**src/hw/rtl/bcrp_pkg.sv**
```systemverilog
`default_nettype none
package bcrp_pkg;

  localparam int unsigned ByteW = 8;
  localparam int unsigned WordW = 16;

  localparam logic [WordW-1:0] ID_WORD      = 16'hBACD;
  localparam logic [WordW-1:0] PROJECT_WORD = 16'h0004;
  localparam logic [WordW-1:0] VERSION_WORD = 16'h0001;
  localparam logic [WordW-1:0] TOP_RESET    = 16'd32768;
  localparam logic [WordW-1:0] CMP_RESET    = 16'd16384;

  localparam logic [ByteW-1:0] CMD_RD_ID      = 8'h00;
  localparam logic [ByteW-1:0] CMD_RD_PROJECT = 8'h01;
  localparam logic [ByteW-1:0] CMD_RD_VERSION = 8'h02;
  localparam logic [ByteW-1:0] CMD_RD_TOP     = 8'h03;
  localparam logic [ByteW-1:0] CMD_RD_CMP     = 8'h04;
  localparam logic [ByteW-1:0] CMD_WR_TOP     = 8'h83;
  localparam logic [ByteW-1:0] CMD_WR_CMP     = 8'h84;

  typedef enum logic [1:0] {
    PH_CMD  = 2'd0,
    PH_LOW  = 2'd1,
    PH_HIGH = 2'd2
  } phase_t;

  typedef enum logic {
    TGT_TOP = 1'b0,
    TGT_CMP = 1'b1
  } target_t;

  typedef struct packed {
    logic             valid;
    logic [WordW-1:0] word;
  } word_push_t;

endpackage
`default_nettype wire

```
**src/hw/rtl/bcrp_decode.sv**
```systemverilog
`default_nettype none
module bcrp_decode (
  input  wire logic                       clk,
  input  wire logic                       rst_n,
  input  wire logic                       in_valid,
  output logic                            in_stall,
  input  wire logic [bcrp_pkg::ByteW-1:0] in_byte,
  input  wire logic                       in_message_end,
  output bcrp_pkg::word_push_t            push,
  input  wire logic                       push_ready
);
  import bcrp_pkg::*;

  logic             hold_valid_r, hold_valid_nxt;
  logic [ByteW-1:0] hold_byte_r;
  logic             hold_end_r;
  phase_t           phase_r, phase_nxt;
  target_t          target_r, target_nxt;
  logic [ByteW-1:0] low_hold_r, low_hold_nxt;
  logic [WordW-1:0] top_r, top_nxt;
  logic [WordW-1:0] cmp_r, cmp_nxt;
  logic             is_read;
  logic [WordW-1:0] read_word;
  logic             take;
  logic             load;

  always_comb begin
    is_read   = 1'b0;
    read_word = ID_WORD;
    case (hold_byte_r)
      CMD_RD_ID: begin
        is_read   = 1'b1;
        read_word = ID_WORD;
      end
      CMD_RD_PROJECT: begin
        is_read   = 1'b1;
        read_word = PROJECT_WORD;
      end
      CMD_RD_VERSION: begin
        is_read   = 1'b1;
        read_word = VERSION_WORD;
      end
      CMD_RD_TOP: begin
        is_read   = 1'b1;
        read_word = top_r;
      end
      CMD_RD_CMP: begin
        is_read   = 1'b1;
        read_word = cmp_r;
      end
      default: begin
        is_read = 1'b0;
      end
    endcase
    if ((phase_r == PH_LOW) || (phase_r == PH_HIGH)) begin
      is_read = 1'b0;
    end
  end

  assign take     = hold_valid_r && (!is_read || push_ready);
  assign in_stall = hold_valid_r && !take;
  assign load     = in_valid && !in_stall;

  assign push = '{valid: hold_valid_r && is_read && push_ready, word: read_word};

  always_comb begin
    phase_nxt      = phase_r;
    target_nxt     = target_r;
    low_hold_nxt   = low_hold_r;
    top_nxt        = top_r;
    cmp_nxt        = cmp_r;
    hold_valid_nxt = load || (hold_valid_r && !take);
    if (take) begin
      case (phase_r)
        PH_LOW: begin
          low_hold_nxt = hold_byte_r;
          phase_nxt    = hold_end_r ? PH_CMD : PH_HIGH;
        end
        PH_HIGH: begin
          if (target_r == TGT_CMP) begin
            cmp_nxt = {hold_byte_r, low_hold_r};
          end else begin
            top_nxt = {hold_byte_r, low_hold_r};
          end
          phase_nxt = PH_CMD;
        end
        default: begin
          phase_nxt = PH_CMD;
          if (((hold_byte_r == CMD_WR_TOP) || (hold_byte_r == CMD_WR_CMP)) && !hold_end_r) begin
            target_nxt = (hold_byte_r == CMD_WR_CMP) ? TGT_CMP : TGT_TOP;
            phase_nxt  = PH_LOW;
          end
        end
      endcase
    end
  end

  always_ff @(posedge clk) begin
    if (!rst_n) begin
      hold_valid_r <= 1'b0;
      phase_r      <= PH_CMD;
      target_r     <= TGT_TOP;
      low_hold_r   <= '0;
      top_r        <= TOP_RESET;
      cmp_r        <= CMP_RESET;
    end else begin
      hold_valid_r <= hold_valid_nxt;
      phase_r      <= phase_nxt;
      target_r     <= target_nxt;
      low_hold_r   <= low_hold_nxt;
      top_r        <= top_nxt;
      cmp_r        <= cmp_nxt;
    end
  end

  always_ff @(posedge clk) begin
    if (load) begin
      hold_byte_r <= in_byte;
      hold_end_r  <= in_message_end;
    end
  end

endmodule
`default_nettype wire

```
**src/hw/rtl/bcrp_tx.sv**
```systemverilog
`default_nettype none
module bcrp_tx (
  input  wire logic                       clk,
  input  wire logic                       rst_n,
  input  wire bcrp_pkg::word_push_t       push,
  output logic                            push_ready,
  output logic                            out_valid,
  input  wire logic                       out_stall,
  output logic [bcrp_pkg::ByteW-1:0]      out_byte,
  output logic                            out_pair_last
);
  import bcrp_pkg::*;

  logic [WordW-1:0] mem_r [2];
  logic             wr_ptr_r, wr_ptr_nxt;
  logic             rd_ptr_r, rd_ptr_nxt;
  logic [1:0]       count_r, count_nxt;
  logic             half_r, half_nxt;
  logic             beat;
  logic             pop;
  logic [WordW-1:0] head;

  assign head          = mem_r[rd_ptr_r];
  assign out_valid     = (count_r != 2'd0);
  assign out_byte      = half_r ? head[WordW-1:ByteW] : head[ByteW-1:0];
  assign out_pair_last = half_r;
  assign push_ready    = (count_r != 2'd2);
  assign beat          = out_valid && !out_stall;
  assign pop           = beat && half_r;

  always_comb begin
    half_nxt   = beat ? !half_r : half_r;
    wr_ptr_nxt = push.valid ? !wr_ptr_r : wr_ptr_r;
    rd_ptr_nxt = pop ? !rd_ptr_r : rd_ptr_r;
    count_nxt  = count_r;
    if (push.valid && !pop) begin
      count_nxt = count_r + 2'd1;
    end else if (pop && !push.valid) begin
      count_nxt = count_r - 2'd1;
    end
  end

  always_ff @(posedge clk) begin
    if (!rst_n) begin
      wr_ptr_r <= 1'b0;
      rd_ptr_r <= 1'b0;
      count_r  <= 2'd0;
      half_r   <= 1'b0;
    end else begin
      wr_ptr_r <= wr_ptr_nxt;
      rd_ptr_r <= rd_ptr_nxt;
      count_r  <= count_nxt;
      half_r   <= half_nxt;
    end
  end

  always_ff @(posedge clk) begin
    if (push.valid) begin
      mem_r[wr_ptr_r] <= push.word;
    end
  end

endmodule
`default_nettype wire

```
**src/hw/rtl/byte_command_register_port.sv**
```systemverilog
// Byte command register port.
// The input channel (in_valid, in_stall, in_byte, in_message_end) takes one
// message byte per beat; in_message_end marks the final byte of a message.
// Commands read the identification, project or version word, read the top or
// compare register, or write one of those two registers from the next two
// bytes, low byte first. Unknown commands are ignored and a write cut short by
// the end of its message is dropped.
// The result channel (out_valid, out_stall, out_byte, out_pair_last) gives two
// beats per read, low byte first; out_pair_last is high on the high byte.
// An accepted byte is held in an input register, where it is decoded; a read
// then writes its reply word into the reply queue, from which the low reply
// byte is shown, and the high byte can follow in the next cycle.
// One byte is accepted every cycle while in_stall is low; reads are limited by
// the result channel to two beats per word, with a two-word reply queue between
// decode and output. A stall on the result channel holds the current beat, and
// once the queue is full the input channel stalls on the next read command.
// Synchronous reset returns the top register to 32768, the compare register
// to 16384, empties the queue and leaves the block expecting a command byte.
`default_nettype none
module byte_command_register_port (
  input  wire logic                       clk,
  input  wire logic                       rst_n,
  input  wire logic                       in_valid,
  output logic                            in_stall,
  input  wire logic [bcrp_pkg::ByteW-1:0] in_byte,
  input  wire logic                       in_message_end,
  output logic                            out_valid,
  input  wire logic                       out_stall,
  output logic [bcrp_pkg::ByteW-1:0]      out_byte,
  output logic                            out_pair_last
);
  import bcrp_pkg::*;

  word_push_t push;
  logic       push_ready;

  bcrp_decode u_decode (
    .clk            (clk),
    .rst_n          (rst_n),
    .in_valid       (in_valid),
    .in_stall       (in_stall),
    .in_byte        (in_byte),
    .in_message_end (in_message_end),
    .push           (push),
    .push_ready     (push_ready)
  );

  bcrp_tx u_tx (
    .clk           (clk),
    .rst_n         (rst_n),
    .push          (push),
    .push_ready    (push_ready),
    .out_valid     (out_valid),
    .out_stall     (out_stall),
    .out_byte      (out_byte),
    .out_pair_last (out_pair_last)
  );

endmodule
`default_nettype wire

```
**config.mk**
```make
export PLATFORM = sky130hd
export DESIGN_NAME = byte_command_register_port
export DESIGN_NICKNAME = d
export VERILOG_FILES = /design/src/hw/rtl/bcrp_pkg.sv /design/src/hw/rtl/bcrp_decode.sv /design/src/hw/rtl/bcrp_tx.sv /design/src/hw/rtl/byte_command_register_port.sv
export SDC_FILE = /design/constraint.sdc
export NUM_CORES = 1
export LEC_CHECK = 0
export BUFFER_PORTS_ARGS = -buffer_cell sky130_fd_sc_hd__buf_4
export CAP_MARGIN = 15
export CORE_MARGIN = 5
export CORE_UTILIZATION = 60
export CTS_BUF_LIST = sky130_fd_sc_hd__clkbuf_8
export DETAILED_ROUTE_END_ITERATION = 8
export HOLD_SLACK_MARGIN = 0.06
export PLACE_DENSITY = 0.77
export SYNTH_ARGS = -nofsm -noshare
export SYNTH_HDL_FRONTEND = slang
export SYNTH_SLANG_ARGS = --single-unit
```
**constraint.sdc**
```tcl
create_clock -name clk -period 4.4 [get_ports clk]
set_input_delay 0.44 -clock clk [delete_from_list [all_inputs] [get_ports clk]]
set_output_delay 0.44 -clock clk [all_outputs]
set_load 0.01 [all_outputs]
```
Word level (Yosys, flattened, before mapping)
Memories as Yosys holds them, arrays and structs flattened. A register that Yosys moved wholly into a read port is not among the register bits. Cells that the tools add are included.

$add $sub $neg: 2. Eq/ne operators: 9. Mux-type cells: 14. Bitwise gates (word level): 2. Reductions and logical operators: 33.

Operator list (number): case mux 16 bit (4 select lines) (1); equality test 8 x 2 -> 1 bit, second input constant (2); equality test 8 bit, second input constant (2); logical AND 1 bit (10); zero test 1 bit (10); AND reduction 3 bit (3); equality test 8 x 1 -> 1 bit, second input constant (1); equality test 8 x 3 -> 1 bit, second input constant (1); zero test 8 bit (1); 2-to-1 mux 1 bit (8); 2-to-1 mux 8 bit (1); 2-to-1 mux 2 bit (3); OR reduction 5 bit (1); logical OR 1 bit (4); case mux 2 bit (2 select lines) (1); nonzero test 2 bit (2); adder 2 x 1 -> 2 bit, second input constant (1); equality test 2 x 1 -> 1 bit, second input constant (1); equality test 2 bit, second input constant (1); != test 2 bit, second input constant (1); inverter 1 bit (2); AND reduction 2 bit (1); OR reduction 2 bit (1); subtractor 2 x 1 -> 2 bit, second input constant (1).

Flip-flop bits (word level): 58. Memory bits (writable): 32. Bits of input ports: 13. Output and inout bits: 11. Memories: 1.

Memory list: u_tx.mem_r (depth 2, bits a word 16, read ports 1, clocked after Yosys merged registers in 1, wr ports 1, line bcrp_tx.sv:14) `logic [WordW-1:0] mem_r [2];`.

Depth between registers and ports, before layout
Gate-level depths: netlist of run 1.

Depth after elaboration: 12. Depth in mapped cells: 9. Mapped depth without buffers: 9.

Hierarchy
From an unflattened synthesis of run 1, not the netlist that was laid out.

Cells, all modules: 288. Area total of the unflattened synthesis: 3729.8 um^2.

Modules (own cells, without submodules): bcrp_decode (times used 1, cells an instance 217, area each 2272.2 um^2); bcrp_tx (times used 1, cells an instance 71, area each 1457.6 um^2).

Least setup slack after synthesis of run 1
OpenSTA, ideal clock, no wires.

Kind: flip-flop to flip-flop. From: register u_decode.hold_byte_r[6]. To: register u_tx.count_r[1]. Library setup time: 72 ps. Arrival time: 2203 ps. Slack: 2125 ps. Stages on the path, launching flop included: 7. Path buffers: 0. Clock period less this slack: 2275 ps. Path through: edfxtp_1 > or3_4 > nor4_1 > and2_1 > ha_1 > or3_1 > a21oi_1.

RTL lines: start: declaration (line bcrp_decode.sv:15) `logic [ByteW-1:0] hold_byte_r;`; start signal: assignment (line bcrp_decode.sv:118) `hold_byte_r <= in_byte;`; end signal: assignment (line bcrp_tx.sv:52) `count_r <= count_nxt;`; end: declaration (line bcrp_tx.sv:17) `logic [1:0] count_r, count_nxt;`.

Worst setup path after layout of run 1
From: register u_decode.hold_byte_r[6]. To: output port in_stall.

Longest elaborated chain between the ends: 9.

RTL lines: equality test 8 x 1 -> 1 bit, or another cell as far along (line bcrp_decode.sv:30) `case (hold_byte_r)`; OR reduction 5 bit (no source line) *; 2-to-1 mux 1 bit * (line bcrp_decode.sv:30); 2-to-1 mux 1 bit * (line bcrp_decode.sv:55) `if ((phase_r == PH_LOW) || (phase_r == PH_HIGH)) begin`; zero test 1 bit * (line bcrp_decode.sv:60) `assign take = hold_valid_r && (!is_read || push_ready);`; logical OR 1 bit * (line bcrp_decode.sv:60); logical AND 1 bit * (line bcrp_decode.sv:60); zero test 1 bit * (line bcrp_decode.sv:61) `assign in_stall = hold_valid_r && !take;`; logical AND 1 bit * (line bcrp_decode.sv:61); end: declaration (line byte_command_register_port.sv:24) `output logic in_stall,`.

Every way passes the cells marked *; elsewhere a longest branch is shown, timed or not.

==> results of run 1 <==
==> Yosys cell counts (2+ instances only) <==
cell | instances | area (sq um)
a211o_1 | 2 | 17.52
a21oi_1 | 12 | 60.06
a221o_1 | 8 | 80.08
a22o_1 | 6 | 52.55
buf_2 | 2 | 10.01
buf_6 | 2 | 22.52
clkbuf_1 | 12 | 45.04
dfxtp_1 | 50 | 1001
edfxtp_1 | 41 | 1231
ha_1 | 3 | 37.54
inv_1 | 7 | 26.28
mux2i_1 | 32 | 320.3
mux4_2 | 8 | 180.2
nand2_1 | 60 | 225.2
nand3_1 | 9 | 45.04
nand3b_1 | 2 | 15.01
nor2_1 | 8 | 30.03
nor2b_1 | 2 | 12.51
nor3_1 | 3 | 15.01
nor3b_2 | 2 | 25.02
o21a_1 | 2 | 15.01
o21ai_0 | 3 | 15.01
or2_2 | 2 | 12.51
or3_1 | 2 | 12.51
or3b_2 | 2 | 17.52
xor2_1 | 3 | 26.28
==> power groups by stage <==
stage | logic, mW | clock network (mW) | registers [mW]
floorplan | 0.0332 | 0 | 0.910
global placement | 0.0418 | 0 | 0.918
detailed placement | 0.0422 | 0 | 0.919
CTS | 0.0423 | 0.546 | 0.899
global route | 0.0465 | 0.594 | 0.901
finish | 0.0422 | 0.537 | 0.899
==> layout make-up <==
type	count	area (sq um)	area share, %
flip-flops and latches	91	2232	54.39
multi-input cells	187	1363	33.20
repair buffers	26	195.2	4.756
clock buffers	10	137.6	3.354
well taps	75	93.84	2.287
clock inverters	6	52.55	1.280
inverters	8	30.03	0.7317
==> worst register-to-register path: cells and delay by family, from the launching register on <==
kind	cells	cell delay (ps)
and+or+nand+nor	3	1920
DFF	1	430
==> cells by family after synthesis <==
group	synth area share, %
compound gates	8.390
fa+ha+maj	1.007
mux	13.42
simple gates	12.79
xor+xnor	0.9398
flops	59.87
buf+inv	3.590
==> cell usage in the layout (no fill, tap or decap), types with 2 or more instances in the layout <==
master    instances
xor2_1            3
nor3_1            3
o21a_1            2
or3_1             2
edfxtp_1         41
nor3b_2           2
clkbuf_8         10
nand2_1          60
a211o_1           2
a22o_1            6
nand3_1           9
or3b_2            2
nor2_1            8
a221o_1           8
nor2b_1           2
mux4_2            8
a21oi_1          12
o21ai_0           3
or2_2             2
buf_4            26
inv_1            10
nand3b_1          2
clkinv_1          2
dfxtp_1          50
mux2i_1          32
ha_1              3
==> through the flow <==
| step | util (%) | hold WS (ps) | worst slack (ps) |
|---|---|---|---|
| finish | 68.50 | 268.0 | 1489 |
| floorplan | - | 431.2 | 2125 |
| CTS | 68.50 | 254.0 | 1513 |
| global placement | 65.33 | 442.5 | 1764 |
| global route | 68.50 | 237.4 | 1252 |
| detailed placement | 65.33 | 448.6 | 1746 |
==> routing by layer <==
layer | wire (um) | GRT usage [%] | share of wire [%]
met2 | 3145 | 30.90 | 47
met5 | 0 | 0 | 0
met3 | 299 | 4.283 | 4.5
met4 | 103 | 8.791 | 1.5
met1 | 3129 | 26.37 | 47
==> registers in the layout (all words and copies together), names as in the netlist, 2 cells and up, named ones only <==
| name | count |
|---|---|
| u_decode.phase_r | 2 |
| u_decode.cmp_r | 16 |
| u_decode.top_r | 16 |
| u_decode.low_hold_r | 8 |
| u_tx.count_r | 2 |
| u_tx.mem_r | 32 |
| u_decode.hold_byte_r | 8 |
==> how the worst max path moves through the flow <==
stage,from,end,slack [ps],cells after the start
after CTS,u_decode.hold_byte_r[6],in_stall,1510,4
after global routing,u_decode.hold_byte_r[6],in_stall,1250,4
final,u_decode.hold_byte_r[6],in_stall,1490,4
after detailed placement,u_decode.hold_byte_r[6],u_tx.mem_r[0][7],1750,4
after floorplan,u_decode.hold_byte_r[6],u_tx.count_r[1],2130,6
after global placement,u_decode.hold_byte_r[6],u_tx.mem_r[1][7],1760,3
==> results.sh, run 1 <==
export IMPL_status="finished, final reports clean"
export IMPL_slew_headroom_pct=28.07
export IMPL_drv_slew=0
export IMPL_placed_area_sq_um=3914
export IMPL_netlist_area_sq_um=3729
export IMPL_synth_seq_cells=91
export IMPL_rsz0062_at_grt="false"
export IMPL_drc=0
export IMPL_ios=24
export IMPL_layout_cells_non_filler=403
export IMPL_fill_cells=453
export IMPL_power_total_mw=1.479
export IMPL_cts_tree="built"
export IMPL_clk_latency_ps=340
export IMPL_die_x_um=88.83
export IMPL_hold_start="in_byte[6]"
export IMPL_final_antenna_net_count=0
export IMPL_worst_pin_slew_ps=1078
export IMPL_swShare_pct=20.53
export IMPL_final_nets=339
export IMPL_critPathSlowestCell="nor4_1"
export IMPL_vias=2327
export IMPL_n_antenna_cell=0
export IMPL_powerDensity_nw_per_um2=360.3
export IMPL_ir_drop_uv=247.2
export IMPL_r2r_slack_ps=1690
export IMPL_critPathRequiredTime_ps=3960
export IMPL_cts_sinks=91
export IMPL_leakagePower_nw=1.399
export IMPL_setup_tns_final_ps=0
export IMPL_grt_max_degree=50
export IMPL_worstRegToRegCells=3
export IMPL_crit_path_max_fanout=5
export IMPL_first_iter_violations=141
export IMPL_r2r_end="u_tx.mem_r[1][3]"
export IMPL_wl_mm=6.677
export IMPL_synth_cell_types=46
export IMPL_start_util_pct=62.24
export IMPL_yosysSeqAreaShare_pct=59.87
export IMPL_cp_start_kind="flop"
export IMPL_place_gp_congestion=0.7673
export IMPL_cp_arrival_ps=2470
export IMPL_htreeDepth=3
export IMPL_track_usage_pct=19.71
export IMPL_io_buffers=23
export IMPL_async_reset_ff_share_pct=0
export IMPL_cp_end_kind="primary output"
export IMPL_power_frac_seq_pct=60.8
export IMPL_fp_row_count=28
export IMPL_clkPwrFrac_pct=36.3
export IMPL_yosysWarnings=0
export IMPL_antenna_found_initial=0
export IMPL_min_to="u_decode.hold_byte_r[6]"
export IMPL_post_route_period_util_pct=66.17
export IMPL_avgSynthCellArea_sq_um=12.22
export IMPL_crit_chain="or3_4 > nor4_1 > nor2b_1 > buf_4"
export IMPL_dp_cells=387
export IMPL_wl_per_cell_um=16.57
export IMPL_stdcell_area_sq_um=4104
export IMPL_cts_resized=0
export IMPL_area_delta_synth_final_pct=10.07
export IMPL_synth_edf_count=41
export IMPL_min_path_cells=1
export IMPL_grt_overflow=0
export IMPL_power_share_combinational_pct=2.9
export IMPL_path_class="flop to primary output"
export IMPL_crit_family="simple AND/OR/NAND/NOR gates"
export IMPL_hold_class="primary input to flop"
export IMPL_post_dp_hpwl_mm=4.523
export IMPL_critPathMaxStageDelay_ps=720
export IMPL_fmax_ghz=0.3435
export IMPL_numCtsBuffers=9
export IMPL_finalHoldViolCount=0
export IMPL_core_sq_um=5991
export IMPL_r2r_start="u_decode.hold_byte_r[6]"
export IMPL_hold_buffers=0
export IMPL_via_per_inst=5.774
export IMPL_drv_cap=0
export IMPL_die_y_um=88.83
export IMPL_clkSlewWorstSetupHoldPaths_ps=80
export IMPL_ys_flop_type="dfxtp_1"
export IMPL_internal_power_mw=1.175
export IMPL_clockRootBuffer="clkbuf_8"
export IMPL_grt_pass1_vias=2359
export IMPL_fin_skew_ps=9.786
export IMPL_drive_gt1_share_pct=17.07
export IMPL_final_min_clock_period_ps=2911
export IMPL_synthCells=305
export IMPL_setup_violations=0
export IMPL_switchingPower_mw=0.3036
export IMPL_die_area_sq_um=7891
export IMPL_cts_setup_buffers=0
export IMPL_syn_nets=321
export IMPL_grt_first_pass_wirelength_mm=11.58
export IMPL_worstPathBufferInverterCount=1
export IMPL_max_clock_path_buffers=2
export IMPL_dr_pass1_iters=4
No activity file was read; power rests on OpenSTA's default activity.
==> inputs of run 2 (changes only) <==
--- a/config.mk
+++ b/config.mk
@@ -5,6 +5,7 @@
 export SDC_FILE = /design/constraint.sdc
 export NUM_CORES = 1
 export LEC_CHECK = 0
+export ABC_AREA = 1
 export BUFFER_PORTS_ARGS = -buffer_cell sky130_fd_sc_hd__buf_4
 export CAP_MARGIN = 15
 export CORE_MARGIN = 5
==> constraint.sdc (replaced) <==
create_clock -name clk -period 2.9 [get_ports clk]
set_input_delay 0.29 -clock clk [delete_from_list [all_inputs] [get_ports clk]]
set_output_delay 0.29 -clock clk [all_outputs]
set_load 0.01 [all_outputs]
==> run 2 against run 1 <==
Net effect:
- core utilization is essentially flat
- sequential power grew 50%
- area after synthesis grew 4.3%
- first-iteration DRC count grew 100%
- final area grew 5.5%
- sequential share of layout area shrank 2.8 points
- die area grew 3.8%
- worst hold slack lost 160 ps
- register-to-register slack lost 1000 ps
- clock power grew 59%
- highest routed layer unchanged
==> results.sh, run 2 <==
export IMPL_slew_headroom_pct=62.87
export IMPL_rsz0062_at_grt="false"
export IMPL_top_regs="u_tx.mem_r x32, u_decode.cmp_r x16, u_decode.top_r x16"
export IMPL_fp_row_count=29
export IMPL_hold_start="in_message_end"
export IMPL_final_min_clock_period_ps=2260
export IMPL_place_gp_congestion=0.8946
export IMPL_dr_pass1_iters=5
export IMPL_die_y_um=90.51
export IMPL_netlist_area_sq_um=3889
export IMPL_largest_reg_flops=32
export IMPL_vias=2962
export IMPL_yosysMostFrequentCell="nor2_1"
export IMPL_synth_common_cells="80 x nor2_1, 79 x nand2_1, 77 x inv_1"
export IMPL_ys_flop_type="dfxtp_1"
export IMPL_fmax_ghz=0.4424
export IMPL_final_antenna_net_count=0
export IMPL_powerDensity_nw_per_um2=523.5
export IMPL_hold_buffers=0
export IMPL_wl_mm=7.772
export IMPL_setup_violations=0
export IMPL_wl_per_cell_um=13.80
export IMPL_layout_commonest_cell="nor2_1"
export IMPL_worstRegToRegCells=12
export IMPL_grt_overflow=0
export IMPL_clk_latency_ps=360
export IMPL_r2r_end="u_tx.count_r[1]"
export IMPL_worst_pin_slew_ps=555.6
export IMPL_n_antenna_cell=0
export IMPL_clkSlewWorstSetupHoldPaths_ps=90
export IMPL_cts_setup_buffers=0
export IMPL_synth_edf_count=41
export IMPL_layout_common_cells="80 x nor2_1, 79 x nand2_1, 77 x inv_1"
export IMPL_die_x_um=90.51
export IMPL_grt_max_degree=48
export IMPL_path_class="flop to primary output"
export IMPL_finalHoldViolCount=0
export IMPL_io_buffers=23
export IMPL_dp_cells=547
export IMPL_leakagePower_nw=1.927
export IMPL_htreeDepth=3
export IMPL_synthCells=457
export IMPL_critPathRequiredTime_ps=2610
export IMPL_cp_arrival_ps=1970
export IMPL_r2r_start="u_decode.hold_byte_r[0]"
export IMPL_fill_cells=523
export IMPL_antenna_found_initial=0
export IMPL_post_route_period_util_pct=77.95
export IMPL_cts_resized=0
export IMPL_syn_nets=473
export IMPL_track_usage_pct=19.36
export IMPL_min_to="u_decode.hold_end_r"
export IMPL_numCtsBuffers=9
export IMPL_hold_class="primary input to flop"
export IMPL_yosys_area_top_type_share_pct=31.66
export IMPL_power_total_mw=2.265
export IMPL_die_area_sq_um=8191
export IMPL_drv_cap=0
export IMPL_first_iter_violations=283
export IMPL_synthTopCellsByArea="edfxtp_1 32%, dfxtp_1 26%, nor2_1 7.7%, nand2_1 7.6%, inv_1 7.4%"
export IMPL_grt_pass1_vias=2774
export IMPL_ir_drop_uv=329.6
export IMPL_setup_tns_final_ps=0
export IMPL_core_sq_um=6314
export IMPL_async_reset_ff_share_pct=0
export IMPL_post_dp_hpwl_mm=5.344
export IMPL_synth_cell_types=27
export IMPL_start_util_pct=61.59
export IMPL_final_nets=497
export IMPL_cts_sinks=91
export IMPL_cts_tree="built"
export IMPL_regMostFlops="u_tx.mem_r"
export IMPL_yosysSeqAreaShare_pct=57.40
export IMPL_layout_cells_non_filler=563
export IMPL_drv_slew=0
export IMPL_fin_skew_ps=6.928
export IMPL_drive_gt1_share_pct=11.52
export IMPL_synth_top_area_cell="edfxtp_1"
export IMPL_cp_start_kind="flop"
export IMPL_clockRootBuffer="clkbuf_8"
export IMPL_grt_first_pass_wirelength_mm=12.97
export IMPL_ios=24
export IMPL_avgSynthCellArea_sq_um=8.509
export IMPL_area_delta_synth_final_pct=11.29
export IMPL_status="finished, final reports clean"
export IMPL_max_clock_path_buffers=2
export IMPL_drc=0
export IMPL_r2r_slack_ps=680
export IMPL_via_per_inst=5.261
export IMPL_synth_seq_cells=91
export IMPL_cp_startpoint="u_decode.hold_byte_r[0]"
export IMPL_cp_end_kind="primary output"
export IMPL_crit_path_max_fanout=7
export IMPL_yosysWarnings=0
export IMPL_hold_worst_slack_ps=107.0
export IMPL_min_path_cells=1
-- run 2: changes by cell type after synthesis, sizes merged, moves of 13 or more --
cell,change
nand3,+17
nor2,+75
inv,+72
nand2,+21
o21ai,+28
mux2i,-32
o22ai,+13
-- run 2: area by class of cell --
| class | instances | area [sq um] | area share [%] |
|---|---|---|---|
| inverters | 79 | 299.0 | 6.910 |
| well taps | 77 | 96.34 | 2.226 |
| multi-input cells | 270 | 1275 | 29.46 |
| flip-flops and latches | 91 | 2232 | 51.58 |
| repair buffers | 30 | 225.2 | 5.204 |
| clock inverters | 7 | 76.32 | 1.764 |
| clock buffers | 9 | 123.9 | 2.862 |
-- run 2: stage by stage --
stage,cell area [sq um],utilization [%],worst slack [ps]
floorplan,3889,-,660.5
global placement,4128,65.38,847.3
detailed placement,4128,65.38,734.4
CTS,4328,68.55,660.3
global route,4328,68.55,472.5
finish,4328,68.55,639.6
-- run 2: worst max path at each step --
stage,endpoint,slack [ps],cells past startpoint
2_1_floorplan,u_tx.mem_r[1][0],660,7
3_3_place_gp,u_tx.count_r[1],850,12
3_5_place_dp,u_tx.count_r[1],730,12
4_1_cts,in_stall,660,8
5_1_grt,u_tx.count_r[1],470,12
6_report,in_stall,640,8
-- run 2: metal layers --
| metal | GRT usage (%) | part of all wire, % |
|---|---|---|
| met3 | 3.583 | 3.7 |
| met4 | 7.320 | 1.1 |
| met5 | 0 | 0 |
| met1 | 25.45 | 47 |
| met2 | 31.72 | 48 |
-- run 2: cell families after synthesis --
group	Yosys count	synth area share, %
flops	91	57.40
xor+xnor	1	0.2253
buf+inv	96	9.813
simple gates	195	21.07
fa+ha+maj	3	0.9654
compound gates	71	10.52
-- run 2: report_power, final --
| part | internal [mW] | switching, mW | total [mW] |
|---|---|---|---|
| logic | 0.0222 | 0.0391 | 0.0613 |
| registers | 1.34 | 0.00964 | 1.35 |
| clock network | 0.402 | 0.451 | 0.854 |
-- run 2: critical path, cell delays in order, from the launching register on --
cell	delay (ps)
edfxtp_1	510
nor2_1	220
nand2_1	120
nor2_2	200
nor2_4	70
nand3_2	90
nand3_4	110
nor2_1	150
buf_4	140
==> inputs of run 3 (changes only) <==
--- a/config.mk
+++ b/config.mk
@@ -9,11 +9,11 @@
 export BUFFER_PORTS_ARGS = -buffer_cell sky130_fd_sc_hd__buf_4
 export CAP_MARGIN = 15
 export CORE_MARGIN = 5
-export CORE_UTILIZATION = 60
+export CORE_UTILIZATION = 56
 export CTS_BUF_LIST = sky130_fd_sc_hd__clkbuf_8
 export DETAILED_ROUTE_END_ITERATION = 8
 export HOLD_SLACK_MARGIN = 0.06
-export PLACE_DENSITY = 0.77
+export PLACE_DENSITY = 0.75
 export SYNTH_ARGS = -nofsm -noshare
 export SYNTH_HDL_FRONTEND = slang
 export SYNTH_SLANG_ARGS = --single-unit
==> constraint.sdc (replaced) <==
create_clock -name clk -period 2 [get_ports clk]
set_input_delay 0.2 -clock clk [delete_from_list [all_inputs] [get_ports clk]]
set_output_delay 0.2 -clock clk [all_outputs]
set_load 0.01 [all_outputs]
==> run 3 against run 2 <==
Net effect:
- largest cell class unchanged
- power grew 47%
- flip-flop and latch count is the same
- first-iteration DRC count fell by 4.2%
- worst setup slack lost 790 ps
- critical path type is now flop to flop
- register-to-register slack got worse by 830 ps
- global-route usage is 0.57 points higher
- non-clock buffer count rose by 36
- clock power up 42%
- final cell count grew 9.9%
- worst hold slack better by 11 ps
- the run now ends with setup timing left
- critical path depth rose by 6
==> results.sh, run 3 (synthesis results as in run 2) <==
export IMPL_finalHoldViolCount=0
export IMPL_dr_pass1_iters=4
export IMPL_violations="setup timing"
export IMPL_crit_chain="buf_4 > nor2_4 > inv_2 > nor2_4 > nand2_2 > nand3_2 > buf_6 > nand3_4 > buf_12 > nand4_1 > buf_6 > clkbuf_16 > nor2_2 > nor2_1"
export IMPL_clkSlewWorstSetupHoldPaths_ps=100
export IMPL_critPathMaxStageDelay_ps=430
export IMPL_final_nets=534
export IMPL_cp_end_kind="flop"
export IMPL_final_min_clock_period_ps=2151
export IMPL_drv_cap=0
export IMPL_regMostFlops="u_tx.mem_r"
export IMPL_fp_row_count=30
export IMPL_post_route_period_util_pct=107.5
export IMPL_post_route_worst_setup_slack_ps=-150.8
export IMPL_grt_overflow=0
export IMPL_start_util_pct=57.24
export IMPL_n_antenna_cell=0
export IMPL_layout_commonest_cell="nand2_1"
export IMPL_critPathRequiredTime_ps=2310
export IMPL_status="complete, but fails checks"
export IMPL_max_clock_path_buffers=2
export IMPL_die_x_um=93.33
export IMPL_area_delta_synth_final_pct=25.55
export IMPL_antenna_found_initial=0
export IMPL_cp_start_kind="flop"
export IMPL_place_gp_congestion=0.8655
export IMPL_drv_slew=0
export IMPL_core_sq_um=6794
export IMPL_critPathSlowestCell="edfxtp_1"
export IMPL_die_area_sq_um=8710
export IMPL_track_usage_pct=19.94
export IMPL_grt_max_degree=48
export IMPL_drive_gt1_share_pct=21.61
export IMPL_grt_pass1_vias=2863
export IMPL_cts_sinks=91
export IMPL_setup_violations=79
export IMPL_numCtsBuffers=9
export IMPL_crit_path_max_fanout=8
export IMPL_slew_headroom_pct=55.25
export IMPL_powerDensity_nw_per_um2=681.8
export IMPL_io_buffers=23
export IMPL_via_per_inst=5.187
export IMPL_first_iter_violations=271
export IMPL_ir_drop_uv=485.1
export IMPL_die_y_um=93.33
export IMPL_layout_common_cells="73 x nand2_1, 72 x inv_1, 63 x nor2_1"
export IMPL_rsz0062_at_grt="true"
export IMPL_wl_per_cell_um=14.69
export IMPL_post_dp_hpwl_mm=5.133
export IMPL_grt_first_pass_wirelength_mm=13.56
export IMPL_clockRootBuffer="clkbuf_8"
export IMPL_top_regs="u_tx.mem_r x32, u_decode.cmp_r x16, u_decode.top_r x16"
export IMPL_ios=24
export IMPL_fin_skew_ps=7.058
export IMPL_cp_arrival_ps=2460
export IMPL_drc=0
export IMPL_leakagePower_nw=2.117
export IMPL_cts_tree="built"
export IMPL_placed_area_sq_um=4284
export IMPL_path_class="flop to flop"
export IMPL_stdcell_area_sq_um=4882
export IMPL_wl_mm=9.094
export IMPL_clk_latency_ps=370
export IMPL_worstPathBufferInverterCount=6
export IMPL_fmax_ghz=0.4650
export IMPL_worst_pin_slew_ps=670.6
export IMPL_setup_tns_final_ps=-4203
export IMPL_largest_reg_flops=32
export IMPL_htreeDepth=3
export IMPL_final_antenna_net_count=0
export IMPL_vias=3211
export IMPL_crit_family="simple AND/OR/NAND/NOR gates"
export IMPL_hold_class="primary input to flop"
-- run 3: power by group --
part | total [mW] | internal (mW) | switching [mW] | leakage (nW)
Sequential | 1.96 | 1.94 | 0.0129 | 0.851
Clock | 1.21 | 0.488 | 0.722 | 0.0962
Combinational | 0.161 | 0.0732 | 0.0882 | 1.17
Total | 3.33 | 2.51 | 0.823 | 2.12
-- run 3: path summary, 6_finish.rpt --
check,from,endpoint,slack (ps),cells past startpoint
worst max-delay path,u_decode.hold_byte_r[2],u_decode.cmp_r[0],-150,14
worst min-delay path,out_stall,u_tx.out_pair_last,120,3
worst max register to register,u_decode.hold_byte_r[2],u_decode.cmp_r[0],-150,14
worst min register to register,u_decode.top_r[15],u_decode.top_r[15],470,2
-- run 3: routing by layer --
| metal | GRT usage (%) | wire, um | up-vias |
|---|---|---|---|
| met2 | 31.33 | 4335 | 115 |
| met4 | 7.570 | 271 | 0 |
| li1 | - | - | 1587 |
| met5 | 0 | 0 | - |
| met1 | 27.05 | 3927 | 1480 |
| met3 | 4.264 | 559 | 29 |
-- run 3: cell type report --
type	instances	area (sq um)
Fill cell	486	1912
Inverter	79	306.5
Tap cell	96	120.1
Timing Repair Buffer	66	614.3
Multi-Input combinational cell	271	1418
Sequential cell	91	2232
Clock buffer	9	123.9
Clock inverter	7	67.56
-- run 3: worst min-delay path: cells and delay by family --
kind | cells | cell delay [ps]
buf+inv | 1 | 80
compound gates | 2 | 180
-- run 3: metrics by stage --
step	hold slack (ps)	worst slack (ps)	utilization, %	total power, mW	cells
detailed placement	379.5	-9.484	63.06	2.103	578
finish	117.6	-150.8	71.86	3.329	619
floorplan	298.9	0.2831	-	2.054	457
global placement	378.3	77.43	63.06	2.100	578
global route	158.3	-199.6	71.86	3.442	619
CTS	104.6	-7.102	68.53	3.307	608
-- run 3: what timing repair did --
action	4_1_cts	5_1_grt
hold endpoints to repair	10	0
hold buffers	10	0
gates cloned	0	3
setup buffers	4	8
pin swaps	3	14
endpoints found under the setup margin	2	55
resized for setup	13	37
